## config.mk

```make
export PLATFORM = sky130hd
export DESIGN_NAME = status_led_pattern_sequencer_top
export DESIGN_NICKNAME = d
export VERILOG_FILES = /design/src/lps_pkg.sv /design/src/lps_cfg.sv /design/src/lps_core.sv /design/src/status_led_pattern_sequencer_top.sv
export SDC_FILE = /design/constraint.sdc
export NUM_CORES = 1
export LEC_CHECK = 0
export BUFFER_PORTS_ARGS = -buffer_cell sky130_fd_sc_hd__buf_4
export CAP_MARGIN = 30
export CORE_MARGIN = 4
export CORE_UTILIZATION = 60
export DETAILED_ROUTE_END_ITERATION = 8
export PLACE_DENSITY_LB_ADDON = 0.2
export RECOVER_POWER = 25
export SYNTH_ARGS = -nofsm -noshare
export SYNTH_HDL_FRONTEND = slang
export SYNTH_HIERARCHICAL = 1
export SYNTH_SLANG_ARGS = --single-unit
```

## constraint.sdc

```tcl
create_clock -name i_clk -period 11.2 [get_ports i_clk]
set_input_delay 2.24 -clock i_clk [delete_from_list [all_inputs] [get_ports i_clk]]
set_output_delay 2.24 -clock i_clk [all_outputs]
set_load 0.02 [all_outputs]
```

## src/lps_pkg.sv

```systemverilog
// ---------------------------------------------------------------------------
// lps_pkg: shared types and constants of the status LED pattern sequencer
// Word layouts, configuration register indexes, pattern encodings and the
// pattern lookup functions.
// ---------------------------------------------------------------------------
package lps_pkg;

    // Countdown width and the width of the period registers.
    localparam int CNT_W    = 16;
    localparam int PERIOD_W = 16;
    localparam int LOAD_W   = (CNT_W > PERIOD_W) ? CNT_W : PERIOD_W;
    localparam int CFG_IDX_W = 3;

    // Configuration register indexes.
    localparam logic [CFG_IDX_W-1:0] CFG_NORMAL_PERIOD   = 3'd0;
    localparam logic [CFG_IDX_W-1:0] CFG_FAST_PERIOD     = 3'd1;
    localparam logic [CFG_IDX_W-1:0] CFG_RARE_ON_PERIOD  = 3'd2;
    localparam logic [CFG_IDX_W-1:0] CFG_RARE_OFF_PERIOD = 3'd3;
    localparam logic [CFG_IDX_W-1:0] CFG_REFRESH_PERIOD  = 3'd4;
    localparam logic [CFG_IDX_W-1:0] CFG_RGB_VARIANT     = 3'd5;
    localparam logic [CFG_IDX_W-1:0] CFG_BATTERY_ENABLE  = 3'd6;

    // Pattern modes (low three bits of a pattern).
    localparam logic [2:0] MODE_OFF    = 3'd0;
    localparam logic [2:0] MODE_BREATH = 3'd1;
    localparam logic [2:0] MODE_NORMAL = 3'd2;
    localparam logic [2:0] MODE_RARE   = 3'd3;
    localparam logic [2:0] MODE_FAST   = 3'd4;
    localparam logic [2:0] MODE_ALT    = 3'd5;

    // System codes.
    localparam logic [2:0] SYS_IDLE   = 3'd0;
    localparam logic [2:0] SYS_BOOT   = 3'd1;
    localparam logic [2:0] SYS_JOIN   = 3'd2;
    localparam logic [2:0] SYS_SAMPLE = 3'd3;
    localparam logic [2:0] SYS_SEND   = 3'd4;
    localparam logic [2:0] SYS_REBOOT = 3'd5;

    // Battery codes.
    localparam logic [1:0] BATT_OK       = 2'd0;
    localparam logic [1:0] BATT_LOW      = 2'd1;
    localparam logic [1:0] BATT_CHARGING = 2'd2;
    localparam logic [1:0] BATT_CHARGED  = 2'd3;

    typedef struct packed {
        logic       operation;
        logic [2:0] system_state;
        logic       charging;
        logic       vbus_present;
        logic       battery_low;
    } t_in_word;

    typedef struct packed {
        logic red_on;
        logic green_on;
        logic blue_on;
        logic breath_select;
        logic blink_timer_run;
        logic keep_awake;
    } t_out_word;

    typedef struct packed {
        logic [PERIOD_W-1:0] normal_period;
        logic [PERIOD_W-1:0] fast_period;
        logic [PERIOD_W-1:0] rare_on_period;
        logic [PERIOD_W-1:0] rare_off_period;
        logic [PERIOD_W-1:0] refresh_period;
        logic                rgb_variant;
        logic                battery_enable;
    } t_cfg;

    // A pattern: lamp enables above the mode.
    typedef struct packed {
        logic       blue;
        logic       green;
        logic       red;
        logic [2:0] mode;
    } t_pattern;

    localparam t_pattern PAT_OFF = '{blue: 1'b0, green: 1'b0, red: 1'b0, mode: MODE_OFF};

    function automatic t_pattern sys_pattern(input logic [2:0] code, input logic rgb);
        t_pattern p;
        p = PAT_OFF;
        case (code)
            SYS_BOOT: begin
                if (rgb) begin
                    p.blue = 1'b1;
                end else begin
                    p.red   = 1'b1;
                    p.green = 1'b1;
                end
                p.mode = MODE_NORMAL;
            end
            SYS_JOIN: begin
                p.red  = 1'b1;
                p.mode = MODE_NORMAL;
            end
            SYS_SAMPLE: begin
                p.red   = 1'b1;
                p.green = 1'b1;
                p.mode  = MODE_ALT;
            end
            SYS_SEND: begin
                p.green = 1'b1;
                p.mode  = MODE_NORMAL;
            end
            SYS_REBOOT: begin
                p.red  = 1'b1;
                p.mode = MODE_FAST;
            end
            default: begin
                p = PAT_OFF;
            end
        endcase
        return p;
    endfunction

    function automatic t_pattern batt_pattern(input logic [1:0] code);
        t_pattern p;
        p = PAT_OFF;
        case (code)
            BATT_LOW: begin
                p.red  = 1'b1;
                p.mode = MODE_RARE;
            end
            BATT_CHARGING: begin
                p.red  = 1'b1;
                p.mode = MODE_BREATH;
            end
            BATT_CHARGED: begin
                p.green = 1'b1;
                p.mode  = MODE_BREATH;
            end
            default: begin
                p = PAT_OFF;
            end
        endcase
        return p;
    endfunction

    // Idle picks from the battery table, any other system code from the system table.
    function automatic t_pattern choose_pattern(input logic [2:0] sys, input logic [1:0] batt,
                                                input logic rgb);
        return (sys != SYS_IDLE) ? sys_pattern(sys, rgb) : batt_pattern(batt);
    endfunction

endpackage

```

## src/lps_cfg.sv

```systemverilog
// ---------------------------------------------------------------------------
// lps_cfg: configuration register file
// Holds the periods and option bits; unknown indexes are ignored.
// ---------------------------------------------------------------------------
module lps_cfg
    import lps_pkg::*;
(
    input  logic                 i_clk,
    input  logic                 i_rst_n,
    input  logic                 i_wr_en,
    input  logic [CFG_IDX_W-1:0] i_wr_index,
    input  logic [PERIOD_W-1:0]  i_wr_data,
    output t_cfg                 o_cfg
);

    t_cfg r_cfg;
    t_cfg n_cfg;

    always_comb begin
        n_cfg = r_cfg;
        if (i_wr_en) begin
            case (i_wr_index)
                CFG_NORMAL_PERIOD:   n_cfg.normal_period   = i_wr_data;
                CFG_FAST_PERIOD:     n_cfg.fast_period     = i_wr_data;
                CFG_RARE_ON_PERIOD:  n_cfg.rare_on_period  = i_wr_data;
                CFG_RARE_OFF_PERIOD: n_cfg.rare_off_period = i_wr_data;
                CFG_REFRESH_PERIOD:  n_cfg.refresh_period  = i_wr_data;
                CFG_RGB_VARIANT:     n_cfg.rgb_variant     = i_wr_data[0];
                CFG_BATTERY_ENABLE:  n_cfg.battery_enable  = i_wr_data[0];
                default:             n_cfg = r_cfg;
            endcase
        end
    end

    always_ff @(posedge i_clk) begin
        if (!i_rst_n) begin
            r_cfg.normal_period   <= PERIOD_W'(250);
            r_cfg.fast_period     <= PERIOD_W'(50);
            r_cfg.rare_on_period  <= PERIOD_W'(50);
            r_cfg.rare_off_period <= PERIOD_W'(4000);
            r_cfg.refresh_period  <= PERIOD_W'(10000);
            r_cfg.rgb_variant     <= 1'b1;
            r_cfg.battery_enable  <= 1'b1;
        end else begin
            r_cfg <= n_cfg;
        end
    end

    assign o_cfg = r_cfg;

endmodule

```

## src/lps_core.sv

```systemverilog
// ---------------------------------------------------------------------------
// lps_core: sequencer state and combinational update logic
// Holds system code, battery code, pattern, blink phase and countdown, and
// computes the lamp word that one input word leaves behind.
// ---------------------------------------------------------------------------
module lps_core
    import lps_pkg::*;
(
    input  logic      i_clk,
    input  logic      i_rst_n,
    input  logic      i_step,
    input  t_in_word  i_word,
    input  t_cfg      i_cfg,
    output t_out_word o_word
);

    logic [2:0]       r_sys, n_sys;
    logic [1:0]       r_batt, n_batt;
    t_pattern         r_pat, n_pat;
    logic             r_phase, n_phase;
    logic [CNT_W-1:0] r_cnt, n_cnt;
    logic             r_armed, n_armed;

    logic                is_notify;
    logic                upd_notify;
    logic                upd_tick;
    t_pattern            p_notify;
    t_pattern            pat0;
    t_pattern            pat_resample;
    logic [2:0]          sys_eff;
    logic [1:0]          batt_s;
    logic                batt_same;
    logic                changed;
    logic [PERIOD_W-1:0] delay;
    logic [LOAD_W-1:0]   delay_w;
    logic [LOAD_W-1:0]   top_w;
    logic                alt;

    always_comb begin
        is_notify  = i_word.operation;
        p_notify   = choose_pattern(i_word.system_state, r_batt, i_cfg.rgb_variant);
        upd_notify = is_notify && (i_word.system_state != r_sys) && (p_notify != r_pat);
        upd_tick   = !is_notify && r_armed && (r_cnt <= CNT_W'(1));
        sys_eff    = is_notify ? i_word.system_state : r_sys;
        pat0       = upd_notify ? p_notify : r_pat;

        // Battery sample, priority charging, then supply, then low.
        batt_s = BATT_OK;
        if (i_cfg.battery_enable) begin
            if (i_word.charging) begin
                batt_s = BATT_CHARGING;
            end else if (i_word.vbus_present) begin
                batt_s = BATT_CHARGED;
            end else if (i_word.battery_low) begin
                batt_s = BATT_LOW;
            end
        end
        batt_same    = i_cfg.battery_enable && (batt_s == r_batt);
        pat_resample = batt_same ? pat0 : choose_pattern(sys_eff, batt_s, i_cfg.rgb_variant);
        changed      = upd_notify || (pat_resample != pat0);

        n_sys   = r_sys;
        n_batt  = r_batt;
        n_pat   = r_pat;
        n_phase = r_phase;
        n_cnt   = r_cnt;
        n_armed = r_armed;
        delay   = i_cfg.refresh_period;

        case (pat_resample.mode)
            MODE_OFF:    delay = i_cfg.refresh_period;
            MODE_BREATH: delay = i_cfg.refresh_period;
            MODE_NORMAL: delay = i_cfg.normal_period;
            MODE_ALT:    delay = i_cfg.normal_period;
            MODE_FAST:   delay = i_cfg.fast_period;
            MODE_RARE:   delay = (changed || !r_phase) ? i_cfg.rare_on_period
                                                       : i_cfg.rare_off_period;
            default:     delay = i_cfg.refresh_period;
        endcase

        // Zero loads as one tick; a period wider than the countdown saturates.
        delay_w = LOAD_W'(delay);
        top_w   = LOAD_W'({CNT_W{1'b1}});
        if (delay_w == '0) begin
            delay_w = LOAD_W'(1);
        end else if (delay_w > top_w) begin
            delay_w = top_w;
        end

        if (i_step) begin
            if (is_notify) begin
                n_sys = i_word.system_state;
            end
            if (upd_notify || upd_tick) begin
                n_batt  = batt_s;
                n_pat   = pat_resample;
                n_cnt   = CNT_W'(delay_w);
                n_armed = 1'b1;
                if (pat_resample.mode == MODE_OFF) begin
                    n_phase = 1'b0;
                end else if (pat_resample.mode == MODE_BREATH) begin
                    n_phase = 1'b1;
                end else begin
                    n_phase = changed || !r_phase;
                end
            end else if (!is_notify && r_armed) begin
                n_cnt = r_cnt - CNT_W'(1);
            end
        end

        // The result word shows the state after this word.
        alt                    = (n_pat.mode == MODE_ALT);
        o_word.red_on          = (n_phase ^ alt) && n_pat.red;
        o_word.green_on        = n_phase && n_pat.green;
        o_word.blue_on         = i_cfg.rgb_variant && n_phase && n_pat.blue;
        o_word.breath_select   = (n_pat.mode == MODE_BREATH);
        o_word.blink_timer_run = (n_pat.mode >= MODE_NORMAL);
        o_word.keep_awake      = n_phase || alt;
    end

    always_ff @(posedge i_clk) begin
        if (!i_rst_n) begin
            r_sys   <= SYS_IDLE;
            r_batt  <= BATT_OK;
            r_pat   <= PAT_OFF;
            r_phase <= 1'b0;
            r_cnt   <= '0;
            r_armed <= 1'b0;
        end else begin
            r_sys   <= n_sys;
            r_batt  <= n_batt;
            r_pat   <= n_pat;
            r_phase <= n_phase;
            r_cnt   <= n_cnt;
            r_armed <= n_armed;
        end
    end

endmodule

```

## src/status_led_pattern_sequencer_top.sv

```systemverilog
// ---------------------------------------------------------------------------
// status_led_pattern_sequencer_top: status LED pattern sequencer
// Turns timer ticks and system state notifications into lamp enables.
//
//   Channel | Direction | Handshake                  | Word
//   --------+-----------+----------------------------+---------------------
//   in      | input     | i_in_valid / o_in_ready    | i_in_word  (t_in_word)
//   out     | output    | o_out_valid / i_out_ready  | o_out_word (t_out_word)
//   cfg     | input     | i_cfg_valid / o_cfg_ready  | i_cfg_index, i_cfg_data
//
// Every input word produces exactly one output word. The word waits in the
// input register until the core processes it, and its result then waits in
// the result register until the output takes it.
// One word is accepted every cycle while the output does not stall; the rate is
// set by the combinational update path in the core between the input and result registers.
// Reset is synchronous and active low; it restores every register default,
// clears the sequencer state and empties both pipeline registers.
// A stalled output holds its word; the input register keeps accepting while it is
// empty or its word can move into the result register in the same cycle.
// ---------------------------------------------------------------------------
module status_led_pattern_sequencer_top
    import lps_pkg::*;
(
    input  logic                 i_clk,
    input  logic                 i_rst_n,
    input  logic                 i_in_valid,
    output logic                 o_in_ready,
    input  t_in_word             i_in_word,
    output logic                 o_out_valid,
    input  logic                 i_out_ready,
    output t_out_word            o_out_word,
    input  logic                 i_cfg_valid,
    output logic                 o_cfg_ready,
    input  logic [CFG_IDX_W-1:0] i_cfg_index,
    input  logic [PERIOD_W-1:0]  i_cfg_data
);

    t_cfg      cfg;
    t_out_word core_word;

    logic      r_in_vld;
    t_in_word  r_in;
    logic      r_out_vld;
    t_out_word r_out;
    logic      step;

    // Configuration writes are always taken.
    assign o_cfg_ready = 1'b1;

    lps_cfg u_cfg (
        .i_clk      (i_clk),
        .i_rst_n    (i_rst_n),
        .i_wr_en    (i_cfg_valid),
        .i_wr_index (i_cfg_index),
        .i_wr_data  (i_cfg_data),
        .o_cfg      (cfg)
    );

    // The registered input word is processed when the result register is
    // free or is being emptied in this cycle.
    assign step       = r_in_vld && (!r_out_vld || i_out_ready);
    assign o_in_ready = !r_in_vld || step;

    lps_core u_core (
        .i_clk   (i_clk),
        .i_rst_n (i_rst_n),
        .i_step  (step),
        .i_word  (r_in),
        .i_cfg   (cfg),
        .o_word  (core_word)
    );

    always_ff @(posedge i_clk) begin
        if (!i_rst_n) begin
            r_in_vld  <= 1'b0;
            r_out_vld <= 1'b0;
        end else begin
            if (o_in_ready) begin
                r_in_vld <= i_in_valid;
            end
            if (step) begin
                r_out_vld <= 1'b1;
            end else if (i_out_ready) begin
                r_out_vld <= 1'b0;
            end
        end
    end

    // Payload registers carry no reset.
    always_ff @(posedge i_clk) begin
        if (i_in_valid && o_in_ready) begin
            r_in <= i_in_word;
        end
        if (step) begin
            r_out <= core_word;
        end
    end

    assign o_out_valid = r_out_vld;
    assign o_out_word  = r_out;

    // A processed word always lands in the result register.
    a_step_fills_out: assert property (@(posedge i_clk) disable iff (!i_rst_n)
        step |=> r_out_vld)
        else $error("processed word did not reach the result register");

    // A held input word with a stalled output blocks new input.
    a_backpressure: assert property (@(posedge i_clk) disable iff (!i_rst_n)
        (r_in_vld && r_out_vld && !i_out_ready) |-> !o_in_ready)
        else $error("input accepted while the pipeline is full");

    // Breathing and blinking are exclusive modes.
    a_mode_exclusive: assert property (@(posedge i_clk) disable iff (!i_rst_n)
        o_out_valid |-> !(o_out_word.breath_select && o_out_word.blink_timer_run))
        else $error("breath and blink selected together");

    // Any lit lamp keeps the system awake.
    a_lit_awake: assert property (@(posedge i_clk) disable iff (!i_rst_n)
        (o_out_valid && (o_out_word.red_on || o_out_word.green_on || o_out_word.blue_on))
        |-> o_out_word.keep_awake)
        else $error("lamp lit without keep_awake");

endmodule

```

==> results by stage, run 1 <==
Floorplan:
- The die width is about 110 um.
- The floorplan step set the die height to about 110 um.
- The floorplan die area is between 0.01 and 0.015 mm^2.
- The core outline area is around 0.011 mm^2.
- For this configuration, the core starts out at a cell density of 0.6186.
- For this design the top-level I/O count stands at 40.
- The floorplan row count is 38.

Synthesis:
- The share of synthesized area in the top cell type comes to 0.3344.
- The share of flip-flops with an asynchronous set or reset is 0.
- The number of enable flip-flop cells after synthesis is 13.
- The number of different library cells in the post-synthesis netlist is 77.
- The number of storage elements in the synthesis netlist is approximately 130.
- The number of instances in the synthesized netlist is about 740.
- For this run, the leading register cell type out of synthesis is sky130_fd_sc_hd__dfxtp_1.
- The number of nets handed over by synthesis was 781.
- Ranked by total cell area, the synthesized netlist is headed by sky130_fd_sc_hd__dfxtp_1 33%, sky130_fd_sc_hd__mux2i_1 15%, sky130_fd_sc_hd__edfxtp_1 5.8%.
- The share of the Yosys chip area taken by registers is 0.3921.
- The mapped netlist covers between 0.006 and 0.007 mm^2.
- Dividing the synthesized area by the synthesized cell count gives approximately 9.1 um^2.
- sky130_fd_sc_hd__dfxtp_1 takes more of the synthesized area than any other cell.
- The synthesis warning total is 6.

Worst setup path:
- For this design, the slowest cell found on the critical path is sky130_fd_sc_hd__clkbuf_1.
- STA classifies the critical path startpoint as an input pin.
- By startpoint and endpoint, the worst setup path is classified as input pin to register.
- The worst setup path is captured at a register.
- The arrival time at the worst endpoint is 7.59 ns.
- The maximum fanout along the worst path is approximately 120.
- Grouping stages by cell kind, the critical path spends the most delay in buffers and inverters.
- Traced cell by cell, the critical path runs through clkbuf_4 -> clkbuf_1 -> inv_1 -> a211oi_1.
- The endpoint required time on the critical path is 11.51 ns.
- The delay contributed by the slowest stage of the critical path is 2.96 ns.
- The sum of buffers and inverters on the critical path is 3.

Route:
- The routed wire length per instance is around 18 um.
- The sum of routed wire length over all layers is 16500 um.
- The number of iterations in the first detailed-routing pass is 5.
- The antenna violation net count after detailed routing is 0.
- The total vias in the final route is about 5500.
- In the routed design, unresolved DRC markers number 0.
- After the first detailed-routing iteration, the DRC count stood at about 540.
- The routed via count divided by cell count is a little over 6.

Clock network:
- The clock insertion delay at the later pin of the skew report is between 0.4 and 0.5 ns.
- The buffer count from post-CTS setup fixing is 0.
- The total number of clock tree sinks is 126.
- In this run, post-CTS hold repair placed 0 buffers.
- The number of clock buffers inserted by TritonCTS is 17.
- The maximum number of buffers from clock root to sink is 2.
- CTS built an H-tree with a depth of 4.
- Post-CTS repair changed the size of 0 cells.
- The clock tree from TritonCTS is yes.
- The clock transition at the registers of the reported paths is 0.06 ns.
- The cell sitting at the root of the clock tree is a sky130_fd_sc_hd__clkbuf_16.

Layout:
- The non-filler instance count after layout is 903.
- The fraction of layout cells with a size suffix above 1 is 0.1271.
- Measured on the finished design, the core utilization comes to 0.6941.
- After routing the design area is between 0.007 and 0.008 mm^2.
- The layout has approximately 850 filler cells.
- The number of nets in the layout is 790.
- The count of inserted antenna diode cells is 0.
- The layout overhead on the synthesized area is 12.19%.

STA:
- The final clock period utilization by the worst path is 0.6505.
- The aggregate negative setup slack is 0 ns.
- Setup repair after global routing left no endpoint under its margin.
- The count of final max-slew check failures is approximately 120.
- Across all setup checks in the final design, the least slack found is around 3.9 ns.
- Headroom to the max-slew limit came out at -1.848.
- The final count of negative-setup-slack endpoints is 0.
- The number of hold-slack violations in the final timing report came to 0.
- Counting I/O delays and the setup requirement, the final critical path takes around 7.3 ns.
- Static timing analysis puts the maximum clock frequency at roughly 140 MHz.
- The setup skew after layout is 0.009160 ns.
- The slew at the pin with the worst max-slew slack is 4.273 ns.
- The worst hold slack after final layout is roughly 0.46 ns.

Flow run:
- The reported max-cap violation count is 1.

Placement:
- The number of placed instances, taps included, is slightly below 900.
- The HPWL after detailed placement is around 11000 um.
- Routability-driven placement finished with a final weighted congestion of a little over 0.9.
- Prior to clock tree synthesis, the placed netlist has a worst setup slack of roughly 6.3 ns.
- The number of buffers added on ports is 38.
- Summing all placed instances gives a cell area of about 0.0070 mm^2.

Global routing:
- The overall routing resource usage is 0.2594.
- The total overflow left after global routing is 0.
- The number of antenna violations at the first check in global routing was 0.
- The via count of the first global-routing pass came to ~5200.
- The first global-routing pass estimated between 20000 and 30000 um of wire.
- Entering global routing, the biggest net connects approximately 120 pins.

Pwr:
- IR analysis of the VDD net gives a maximum drop of between 100 and 150 uV.
- The design draws ~1.3 mW.
- The leakage power is 3.213 nW.
- Dividing total power by cell area gives a power density of around 170 mW/mm^2.

Run status:
- The final reports fail on max-capacitance violations, max-slew violations.
- The flow ran to the end, but the final reports show violations.

Hold path:
- The tightest min-delay check is of the register to register type.
[path summary, 6_finish.rpt]
check / startpoint / end / slack [ns] / cells after the start
max: i_rst_n / u_core/r_sys[1] / 3.91 / 4
min: u_cfg/o_cfg[2] / u_cfg/o_cfg[2] / 0.46 / 2
max reg2reg: r_in[5] / u_core/r_cnt[0] / 6.60 / 13
min reg2reg: u_cfg/o_cfg[2] / u_cfg/o_cfg[2] / 0.46 / 2
[registers in the layout, summed over array words and instances (netlist names)]
signal,flops
o_out_word,6
r_in,7
u_core/r_cnt,16
u_core/r_phase,1
u_core/r_armed,1
o_out_valid,1
u_core/r_batt,2
u_core/r_pat,6
r_in_vld,1
u_cfg/o_cfg,82
u_core/r_sys,3
[per-layer routing]
metal,track usage,part of all wire
met1,0.3514,0.45
met3,0.05180,0.066
met5,0,0
met4,0.1029,0.015
met2,0.4075,0.47
[worst reg2reg max path, cell delays in order (launching register included)]
cell                       delay (ns)
sky130_fd_sc_hd__edfxtp_1        0.74
sky130_fd_sc_hd__nor2_1          0.11
sky130_fd_sc_hd__o32ai_1         0.54
sky130_fd_sc_hd__xnor2_1         0.24
sky130_fd_sc_hd__nand4_4         0.17
sky130_fd_sc_hd__or4_1           0.57
sky130_fd_sc_hd__nand3_2         0.17
sky130_fd_sc_hd__mux2_2          0.53
sky130_fd_sc_hd__a22o_1          0.25
sky130_fd_sc_hd__a211oi_1        0.47
sky130_fd_sc_hd__nand2_1         0.12
sky130_fd_sc_hd__nor4_1          0.28
sky130_fd_sc_hd__nand3_1         0.13
sky130_fd_sc_hd__a31oi_1         0.20
[Yosys cell counts, drive strengths merged, types with 3 or more instances]
cell	count
dfxtp	113
mux2i	103
nand2	99
nor2	58
nor2b	43
o21ai	42
buf	31
a21oi	29
clkbuf	24
edfxtp	13
inv	13
xor2	10
ha	9
nor4	9
a211oi	8
a221oi	8
a222oi	8
mux2	7
nand2b	7
nand3	7
a31oi	6
and2	6
or3	6
nand4b	5
nor3	5
o41ai	4
or4	4
xnor2	4
a22oi	3
nand3b	3
nand4	3
nor3b	3
o21a	3
o221a	3
o2bb2ai	3
o31ai	3
[power by group]
part           switching [mW]  leakage, nW  internal (mW)
Combinational           0.129         1.88         0.0786
Sequential             0.0191         1.04          0.474
Clock                   0.208        0.294          0.346
[cells in the final DEF, fill, tap and decap left out, drive strengths merged, types with 3 or more instances in the layout]
| cell | instances |
|---|---|
| o21ai | 42 |
| nand3b | 3 |
| nor4 | 9 |
| xnor2 | 4 |
| nor3 | 5 |
| nor2 | 58 |
| nor3b | 3 |
| inv | 17 |
| a21oi | 29 |
| nand4b | 5 |
| a211oi | 8 |
| clkinv | 4 |
| buf | 34 |
| edfxtp | 13 |
| nor2b | 43 |
| o31ai | 3 |
| ha | 9 |
| dfxtp | 113 |
| o2bb2ai | 3 |
| mux2 | 7 |
| nand3 | 7 |
| nand4 | 3 |
| clkbuf | 31 |
| or4 | 4 |
| o21a | 3 |
| a221oi | 8 |
| a31oi | 6 |
| a222oi | 8 |
| xor2 | 10 |
| a22oi | 3 |
| o41ai | 4 |
| nand2b | 7 |
| mux2i | 103 |
| or3 | 6 |
| nand2 | 99 |
| o221a | 3 |
| and2 | 6 |
[cell families after synthesis]
logic type,Yosys count,synth area share
other,1,0.0005543
adders and majority gates,9,0.01665
buffers and inverters,68,0.05012
xor gates and xnor gates,14,0.02090
muxes,110,0.1646
AOI/OAI and AO/OA,143,0.1491
DFF,126,0.3921
and+or+nand+nor,270,0.2060
[cell type report]
type / instances / area, um^2 / area share
inverter: 13 / 48.80 / 0.006429
clock inverter: 12 / 131.4 / 0.01731
clock buffer: 20 / 466.7 / 0.06149
tap: 140 / 175.2 / 0.02308
sequential: 126 / 2653 / 0.3495
multi-input combinational: 547 / 3789 / 0.4992
timing repair buffer: 45 / 326.6 / 0.04303
No activity file was read; power rests on OpenSTA's default activity.
==> inputs of run 2 (changes only) <==
==> constraint.sdc (replaced) <==
create_clock -name i_clk -period 7.4 [get_ports i_clk]
set_input_delay 1.48 -clock i_clk [delete_from_list [all_inputs] [get_ports i_clk]]
set_output_delay 1.48 -clock i_clk [all_outputs]
set_load 0.02 [all_outputs]
==> run 2 against run 1 <==
- first-iteration DRC count rose by 16%
- final area barely moved
- critical path type is now register to register
- non-clock buffer count did not move
- power rose by 50%
- critical endpoint is now o_out_word[5]
- critical path depth rose by 10
- largest cell class unchanged
- die area did not move
- clock-buffer cell count rose by 4
- routed wire length rose by 2.5%
- combinational power rose by 48%
- the flow now finishes without violations
- final cell count fell by 0.11%
- utilization rose by 0.057 points
- via count rose by 1.3%
==> results by stage, run 2 (synthesis gave the netlist of run 1 again) <==
Run status:
- Outcome: completed (was complete, but fails checks).

Worst setup path:
- The arrival time at the worst endpoint is 4.68 ns (was 7.59 ns).
- The endpoint of the worst-slack reg-to-reg timing path is o_out_word[5] (was u_core/r_cnt[0]).
- The logic depth of the worst register-to-register path is 14 (was 13).
- The type of origin of the critical path is a register (was input pin).
- The sum of buffers and inverters on the critical path came to 1 (was 3).
- The number of gates on the worst path with buffers counted is 14 (was 4).
- The critical path's slowest cell is sky130_fd_sc_hd__nand2_1 (was sky130_fd_sc_hd__clkbuf_1).
- The beginning of the worst register-to-register path is u_core/r_batt[0] (was r_in[5]).
- The endpoint required time on the critical path is 7.57 ns (was 11.51 ns).
- The delay contributed by the slowest stage of the critical path was 0.75 ns (was 2.96 ns).
- The slack of the worst reg-to-reg path came to 2.89 ns (was 6.60 ns).
- Cells traversed along the worst timing path: inv_1 -> ha_1 -> nor3b_1 -> a311oi_1 -> xnor2_1 -> nand4_4 -> o21ai_0 -> nand2_1 -> nand2_1 -> nand2_1 -> o21ai_0 -> o21ai_0 -> ha_1 -> nor2b_1 (was clkbuf_4 -> clkbuf_1 -> inv_1 -> a211oi_1).
- The largest delay contributor family on the critical path is simple AND/OR/NAND/NOR gates (was buffers and inverters).
- The kind of critical path was register to register (was input pin to register).
- The maximum fanout along the worst path is 23 (was 117).
- The kind of end point of the critical path is a register (unchanged).

STA:
- The final clock period utilization by the worst path is 0.6096.
- The slew at the pin with the worst max-slew slack was 0.9338 ns (was 4.273 ns).
- The setup skew after layout is 0.007167 ns (was 0.009160 ns).
- Unrepaired setup endpoints after global routing: false (unchanged).
- The headroom to the max-slew limit was 0.3775 (was -1.848).
- The final count of negative-setup-slack endpoints is 0 (unchanged).
- The count of final max-slew check failures was 0 (was 118).
- The aggregate negative setup slack is 0 ns (unchanged).
- The number of hold-slack violations in the final timing report is 0 (unchanged).
- Subtracting the final worst setup slack from the clock period gives approximately 4.5 ns.
- The highest clock rate is 221.7 MHz.

Pwr:
- The switching power as a share of total power is 0.2752 (was 0.2833).
- The leakage power is 3.217 nW (was 3.213 nW).
- The internal power summed over all cells was 1.361 mW (was 0.8984 mW).
- The power density over the cells is 247.2 mW/mm^2 (was 165.2 mW/mm^2).
- The share of power burned in the clock network is 0.439 (was 0.442).
- The sequential group share of total power is 0.398 (was 0.393).
- The largest vdd supply drop is 214.2 uV (was 125.3 uV).
- The share of total power in combinational logic was 0.164 (was 0.165).
- The net switching component of the power came to 0.5168 mW (was 0.3551 mW).

Clock network:
- The total number of clock tree sinks is 126 (unchanged).
- The clock tree from TritonCTS is yes (unchanged).
- The clock insertion delay at the later pin of the skew report is 0.42 ns (about the same).
- The hold buffer count at cts is 0 (unchanged).
- The number of levels the H-tree was split into is 4 (unchanged).
- The clock transition at the registers of the reported paths came to 0.05 ns (was 0.06 ns).
- The buffer count from post-CTS setup fixing came to 0 (unchanged).
- The number of clock buffers inserted by TritonCTS is 17 (unchanged).
- The number of gates resized after cts is 0 (unchanged).
- The root buffer selected by CTS is sky130_fd_sc_hd__clkbuf_16 (unchanged).
- The maximum number of buffers from clock root to sink is 2 (unchanged).

Route:
- The routed wire length per instance came to 18.74 um (was 18.27 um).
- The number of iterations in the first detailed-routing pass is 8 (was 5).
- The antenna violation net count after detailed routing came to 0 (unchanged).
- The number of remaining DRC errors came to 0 (unchanged).
- The routed via count divided by cell count is 6.231 (was 6.142).
- The sum of routed wire length over all layers is 16910 um (was 16500 um).
- The total vias in the final route came to 5620 (was 5546).
- The violation count after the first detailed-route iteration is 624 (was 536).

Layout:
- The leading cell type in the layout, fill and taps excluded was sky130_fd_sc_hd__dfxtp_1 (unchanged).
- The count of inserted antenna diode cells was 0 (unchanged).
- The number of filler instances in the final layout was 862 (was 854).
- The flip-flop count of the largest register, all copies and words added is 82 (unchanged).
- The fraction of layout cells with a size suffix above 1 came to 0.1220 (was 0.1271).
- The layout overhead on the synthesized area is 12.28% (was 12.19%).
- The number of nets in the layout is 790 (unchanged).
- Highest-count cells in the layout ignoring fill and taps: 113 x sky130_fd_sc_hd__dfxtp_1, 103 x sky130_fd_sc_hd__mux2i_1, 99 x sky130_fd_sc_hd__nand2_1 (unchanged).
- The non-filler instance count after layout is 902 (was 903).

Flow run:
- The reported max-cap violation count is 0 (was 1).

Hold path:
- The hold-critical path depth is 2 (unchanged).
- The endpoint of the worst hold path is u_cfg/o_cfg[47] (was u_cfg/o_cfg[2]).
- The path type of the worst min-delay path is register to register (unchanged).
- The hold path startpoint is u_cfg/o_cfg[47] (was u_cfg/o_cfg[2]).

Placement:
- The HPWL after detailed placement is 11790 um (was 10770 um).
- The number of instances in the placed design was 870 (unchanged).
- The number of buffers added on ports is 38 (unchanged).
- The placer congestion estimate is 0.9221 (was 0.9156).

Global routing:
- The overall routing resource usage came to 0.2689 (was 0.2594).
- The via count of the first global-routing pass is 5360 (was 5237).
- The first-pass GRT wire length is 27620 um (was 26660 um).
- The total congestion overflow came to 0 (unchanged).
- The maximum number of pins on one net before global-route repair is 118 (unchanged).
- The number of antenna violations at the first check in global routing came to 0 (unchanged).

Floorplan:
- The core outline area came to 0.01094 mm^2 (unchanged).
- The floorplan row count is 38 (unchanged).
- The starting density of the core came to 0.6186 (unchanged).
- The die boundary height is 114.2 um (unchanged).
- The floorplan die area came to 0.01304 mm^2 (unchanged).
- The die width was 114.2 um (unchanged).
- The count of pins on the block boundary is 40 (unchanged).
-- run 2: power by group through the flow --
stage / Combinational [mW] / Clock [mW] / Sequential (mW)
floorplan: 0.240 / 0 / 0.748
global placement: 0.288 / 0 / 0.758
detailed placement: 0.298 / 0 / 0.760
CTS: 0.300 / 0.832 / 0.745
global route: 0.336 / 0.868 / 0.750
finish: 0.307 / 0.824 / 0.746
-- run 2: through the flow --
step | worst slack (ns) | hold WS (ns) | total power [mW] | cell area (um^2) | util
floorplan | 3.702 | 0.4323 | 0.9883 | 6765 | -
global placement | 3.092 | 0.4448 | 1.046 | 6995 | 0.6397
detailed placement | 2.975 | 0.4519 | 1.057 | 6995 | 0.6397
CTS | 2.940 | 0.4600 | 1.877 | 7591 | 0.6942
global route | 2.501 | 0.4853 | 1.955 | 7596 | 0.6946
finish | 2.889 | 0.4588 | 1.878 | 7596 | 0.6946
-- run 2: how the worst max path moves through the flow --
| stage | from | to | slack [ns] |
|---|---|---|---|
| 6_report | u_core/r_batt[0] | o_out_word[5] | 2.89 |
| 5_1_grt | u_core/r_batt[0] | o_out_word[5] | 2.50 |
| 4_1_cts | u_core/r_batt[0] | o_out_word[5] | 2.94 |
| 3_5_place_dp | r_in[4] | o_out_word[5] | 2.97 |
| 3_3_place_gp | r_in[4] | o_out_word[5] | 3.09 |
| 2_1_floorplan | u_core/r_batt[0] | u_core/r_cnt[0] | 3.70 |
-- run 2: layout make-up --
cell class              instances  area (um^2)  share of cell area
multi-input cells             547         3781              0.4978
flip-flops and latches        126         2653              0.3492
clock buffers                  24        523.0             0.06885
repair buffers                 45        342.8             0.04513
well taps                     140        175.2             0.02306
clock inverters                 7        72.57            0.009554
inverters                      13        48.80            0.006424
-- run 2: routing by layer --
metal	wire length (um)	vias to the layer above	GRT usage
li1	-	2677	-
met1	7630	2659	0.3737
met2	7595	259	0.4091
met3	1444	25	0.07241
met4	235	0	0.08472
met5	0	-	0
-- run 2: worst min-delay path: stages (launching register included) --
cell and delay (ns):
sky130_fd_sc_hd__dfxtp_1 0.31, sky130_fd_sc_hd__nand2_1 0.05, sky130_fd_sc_hd__mux2i_1 0.05
==> inputs of run 3 (changes only) <==
--- a/config.mk
+++ b/config.mk
@@ -5,6 +5,7 @@
 export SDC_FILE = /design/constraint.sdc
 export NUM_CORES = 1
 export LEC_CHECK = 0
+export ABC_AREA = 1
 export BUFFER_PORTS_ARGS = -buffer_cell sky130_fd_sc_hd__buf_4
 export CAP_MARGIN = 30
 export CORE_MARGIN = 4
==> constraint.sdc (replaced) <==
create_clock -name i_clk -period 4.3 [get_ports i_clk]
set_input_delay 0.86 -clock i_clk [delete_from_list [all_inputs] [get_ports i_clk]]
set_output_delay 0.86 -clock i_clk [all_outputs]
set_load 0.02 [all_outputs]
==> run 3 against run 2 <==
- the flow now finishes with violations (max-capacitance violations, max-slew violations)
- largest power group unchanged
- via count grew 23%
- routed wire length grew 12%
- non-clock buffer count grew 4
- critical path depth grew 12
- fmax grew 26%
- critical path type unchanged
- largest cell class unchanged
- power grew 86%
==> results by stage, run 3 <==
Global routing:
- The total congestion overflow is 0 (unchanged).
- The maximum number of pins on one net before global-route repair is 49 (was 118).
- The overall routing resource usage is 0.2881 (was 0.2689).
- The via count of the first global-routing pass is 6248 (was 5360).
- The first-pass GRT wire length is 30810 um (was 27620 um).
- The number of antenna violations at the first check in global routing is 0 (unchanged).

Clock network:
- The buffer count from post-CTS setup fixing is 0 (unchanged).
- The clock insertion delay at the later pin of the skew report is 0.42 ns (about the same).
- The hold buffer count at cts came to 0 (unchanged).
- The number of gates resized after cts came to 0 (unchanged).
- The number of clock buffers inserted by TritonCTS is 17 (unchanged).
- The clock tree from TritonCTS is yes (unchanged).
- The root buffer selected by CTS is sky130_fd_sc_hd__clkbuf_16 (unchanged).
- The total number of clock tree sinks is 126 (unchanged).
- The maximum number of buffers from clock root to sink came to 2 (unchanged).
- The clock transition at the registers of the reported paths is 0.06 ns (was 0.05 ns).
- The number of levels the H-tree was split into is 4 (unchanged).

Pwr:
- The switching power as a share of total power is 0.3110 (was 0.2752).
- The share of power burned in the clock network is 0.413 (was 0.439).
- The leakage power is 3.827 nW (was 3.217 nW).
- The largest vdd supply drop is 300.1 uV (was 214.2 uV).
- The net switching component of the power is 1.088 mW (was 0.5168 mW).
- The internal power summed over all cells is 2.411 mW (was 1.361 mW).
- The power consumption came to 3.499 mW (was 1.878 mW).
- The share of total power in combinational logic was 0.221 (was 0.164).
- The power density over the cells is 436.2 mW/mm^2 (was 247.2 mW/mm^2).
- The sequential group share of total power is 0.365 (was 0.398).

STA:
- The slew at the pin with the worst max-slew slack is 2.065 ns (was 0.9338 ns).
- The setup skew after layout is 0.007870 ns (was 0.007167 ns).
- The highest clock rate is 278.2 MHz (was 221.7 MHz).
- Unrepaired setup endpoints after global routing: false (unchanged).
- The shortest clock period the worst path allows after layout was 3.594 ns (was 4.511 ns).
- The final count of negative-setup-slack endpoints is 0 (unchanged).
- The count of final max-slew check failures is 47 (was 0).
- The aggregate negative setup slack came to 0 ns (unchanged).
- The final clock period utilization by the worst path is 0.8358 (was 0.6096).
- The number of hold-slack violations in the final timing report is 0 (unchanged).
- The headroom to the max-slew limit is -0.3766 (was 0.3775).

Route:
- The total vias in the final route came to 6900 (was 5620).
- The routed via count divided by cell count is 5.437 (was 6.231).
- The number of iterations in the first detailed-routing pass is 5 (was 8).
- The number of remaining DRC errors is 0 (unchanged).
- The antenna violation net count after detailed routing is 0 (unchanged).
- The routed wire length per instance is 14.94 um (was 18.74 um).
- The violation count after the first detailed-route iteration is 701 (was 624).
- The sum of routed wire length over all layers is 18970 um (was 16910 um).

Synthesis:
- Largest cells by area after synthesis: sky130_fd_sc_hd__dfxtp_1 32%, sky130_fd_sc_hd__nand2_1 15%, sky130_fd_sc_hd__nand3_1 9.4% (was sky130_fd_sc_hd__dfxtp_1 33%, sky130_fd_sc_hd__mux2i_1 15%, sky130_fd_sc_hd__edfxtp_1 5.8%).
- The synthesis warning total was 6 (unchanged).
- The number of storage elements in the synthesis netlist is 126 (unchanged).
- The number of instances in the synthesized netlist is 1091 (was 741).
- The most frequently used cell type in the post-synthesis netlist was sky130_fd_sc_hd__nand2_1 (was sky130_fd_sc_hd__dfxtp_1).
- The number of different library cells in the post-synthesis netlist is 43 (was 77).
- The share of flip-flops with an asynchronous set or reset came to 0 (unchanged).
- The portion of the post-synthesis area used by sequential elements is 0.3704 (was 0.3921).
- The dominant synthesized flop cell was sky130_fd_sc_hd__dfxtp_1 (unchanged).
- The number of enable flip-flop cells after synthesis was 13 (unchanged).
- The post-synthesis area per instance is 6.564 um^2 (was 9.130 um^2).
- Most common library cells after synthesis: 287 x sky130_fd_sc_hd__nand2_1, 174 x sky130_fd_sc_hd__nor2_1, 135 x sky130_fd_sc_hd__nand3_1 (was 113 x sky130_fd_sc_hd__dfxtp_1, 103 x sky130_fd_sc_hd__mux2i_1, 99 x sky130_fd_sc_hd__nand2_1).
- The largest area contributor in the netlist is sky130_fd_sc_hd__dfxtp_1 (unchanged).
- The cell area after technology mapping is 0.007162 mm^2 (was 0.006765 mm^2).
- The net count after synthesis is 1131 (was 781).
- The top cell type's share of synthesized area came to 0.3159 (was 0.3344).

Layout:
- The leading cell type in the layout, fill and taps excluded is sky130_fd_sc_hd__nand2_1 (was sky130_fd_sc_hd__dfxtp_1).
- The count of inserted antenna diode cells is 0 (unchanged).
- The combined area of the multi-input logic cells is 0.003747 mm^2 (was 0.003781 mm^2).
- The number of filler instances in the final layout is 1038 (was 862).
- The sequential standard cell area was 0.002653 mm^2 (unchanged).
- The flip-flop count of the largest register, all copies and words added is 82 (unchanged).
- Highest-count cells in the layout ignoring fill and taps: 287 x sky130_fd_sc_hd__nand2_1, 174 x sky130_fd_sc_hd__nor2_1, 136 x sky130_fd_sc_hd__nand3_1 (was 113 x sky130_fd_sc_hd__dfxtp_1, 103 x sky130_fd_sc_hd__mux2i_1, 99 x sky130_fd_sc_hd__nand2_1).
- The fraction of layout cells with a size suffix above 1 came to 0.1092 (was 0.1220).
- The layout overhead on the synthesized area is 12.00% (was 12.28%).
- The number of nets in the layout came to 1153 (was 790).
- The area of all placed cells without fillers is 0.008021 mm^2 (was 0.007596 mm^2).

Worst setup path:
- The logic depth of the worst register-to-register path was 26 (was 14).
- The largest delay contributor family on the critical path is simple AND/OR/NAND/NOR gates (unchanged).
- The critical path's slowest cell is sky130_fd_sc_hd__nor2_2 (was sky130_fd_sc_hd__nand2_1).
- The most numerous cell type found on the critical path is sky130_fd_sc_hd__nand2_1.
- The delay contributed by the slowest stage of the critical path is 0.66 ns (was 0.75 ns).
- The endpoint of the worst-slack reg-to-reg timing path is u_core/r_cnt[0] (was o_out_word[5]).
- The arrival time at the worst endpoint came to 3.89 ns (was 4.68 ns).
- The maximum fanout along the worst path is 16 (was 23).
- The type of origin of the critical path is a register (unchanged).
- The slack of the worst reg-to-reg path is 0.71 ns (was 2.89 ns).
- The kind of critical path is register to register (unchanged).
- The sum of buffers and inverters on the critical path is 1 (unchanged).
- The kind of end point of the critical path is a register (unchanged).
- The endpoint required time on the critical path is 4.60 ns (was 7.57 ns).
- The beginning of the worst register-to-register path is r_in[3] (was u_core/r_batt[0]).

Floorplan:
- The starting density of the core is 0.6193 (was 0.6186).
- The floorplan row count is 39 (was 38).
- The die width is 117.3 um (was 114.2 um).
- The die boundary height came to 117.3 um (was 114.2 um).
- The core outline area is 0.01156 mm^2 (was 0.01094 mm^2).
- The floorplan die area is 0.01375 mm^2 (was 0.01304 mm^2).
- The count of pins on the block boundary is 40 (unchanged).

Hold path:
- The hold-critical path depth is 2 (unchanged).
- The endpoint of the worst hold path is u_cfg/o_cfg[25] (was u_cfg/o_cfg[47]).
- The hold path startpoint is u_cfg/o_cfg[25] (was u_cfg/o_cfg[47]).
- The path type of the worst min-delay path is register to register (unchanged).

Run status:
- The final reports fail on max-capacitance violations, max-slew violations.
- Outcome: complete, but fails checks (was completed).

Flow run:
- The reported max-cap violation count came to 1 (was 0).

Placement:
- The number of buffers added on ports was 38 (unchanged).
- The placer congestion estimate came to 0.9346 (was 0.9221).
- The total cell area at the placement stage is 0.007443 mm^2 (was 0.006995 mm^2).
- The HPWL after detailed placement is 13160 um (was 11790 um).
[run 3: changes by cell type in the layout (fill, tap and decap cells not counted), moves of 8 or more]
cell / delta
sky130_fd_sc_hd__a222oi_1: -8
sky130_fd_sc_hd__nor2b_1: -43
sky130_fd_sc_hd__nor4_1: -9
sky130_fd_sc_hd__nor2_1: +116
sky130_fd_sc_hd__inv_2: +11
sky130_fd_sc_hd__nand2_1: +188
sky130_fd_sc_hd__or2_1: +12
sky130_fd_sc_hd__inv_1: +107
sky130_fd_sc_hd__nand3_1: +130
sky130_fd_sc_hd__nor2_4: +10
sky130_fd_sc_hd__nand4_1: +19
sky130_fd_sc_hd__mux2i_1: -100
sky130_fd_sc_hd__o21ai_0: -11
[run 3: worst max-delay path by stage]
| stage | slack, ns | from | cells past startpoint | to |
|---|---|---|---|---|
| 6_report | 0.71 | r_in[3] | 26 | u_core/r_cnt[0] |
| 5_1_grt | 0.24 | r_in[3] | 25 | u_core/r_cnt[0] |
| 4_1_cts | 0.78 | r_in[1] | 17 | o_out_word[5] |
| 3_5_place_dp | 0.78 | r_in[1] | 17 | o_out_word[5] |
| 3_3_place_gp | 0.85 | r_in[1] | 17 | o_out_word[5] |
| 2_1_floorplan | 1.11 | i_out_ready | 10 | o_out_word[5] |
[run 3: through the flow]
step           cells    util  setup slack (ns)  hold slack, ns
2_1_floorplan   1091       -             1.114          0.4289
3_3_place_gp    1237  0.6436            0.8459          0.4386
3_5_place_dp    1237  0.6436            0.7813          0.4427
4_1_cts         1269  0.6947            0.7758          0.4573
5_1_grt         1269  0.6936            0.2381          0.4857
6_report        1269  0.6936            0.7061          0.4614
[run 3: kinds of logic after synthesis]
group                    share of synthesized area
buffers and inverters                       0.1057
XOR/XNOR                                   0.01223
other                                    0.0005236
adder cells (fa/ha/maj)                    0.01572
AO/OA/AOI/OAI                              0.07757
multiplexers                              0.004193
AND/OR/NAND/NOR                             0.4137
flip-flops                                  0.3704
[run 3: worst register-to-register path, delay by kind of cell (launching register included)]
kind,cells,cell delay (ns)
AND/OR/NAND/NOR,21,2.63
AO/OA/AOI/OAI,4,0.29
buffers and inverters,1,0.05
flip-flops,1,0.50
[run 3: final cells by class]
class,instances,share of cell area
multi-input cells,788,0.4672
flip-flops and latches,126,0.3307
inverters,131,0.06130
clock buffers,22,0.05662
repair buffers,49,0.04492
well taps,143,0.02231
clock inverters,10,0.01700
[run 3: power groups by stage]
| stage | Clock [mW] | Sequential [mW] | Combinational (mW) |
|---|---|---|---|
| 2_1_floorplan | 0 | 1.30 | 0.574 |
| 4_1_cts | 1.46 | 1.28 | 0.760 |
| 3_3_place_gp | 0 | 1.30 | 0.749 |
| 5_1_grt | 1.51 | 1.28 | 0.867 |
| 6_report | 1.45 | 1.28 | 0.774 |
| 3_5_place_dp | 0 | 1.30 | 0.753 |
[run 3: routing by layer]
metal	vias to the layer above	wire length, um	global-route usage	part of all wire
li1	3514	-	-	-
met1	3100	8667	0.3913	0.46
met2	268	8651	0.4566	0.46
met3	18	1403	0.07044	0.074
met4	0	242	0.08333	0.013
met5	-	0	0	0
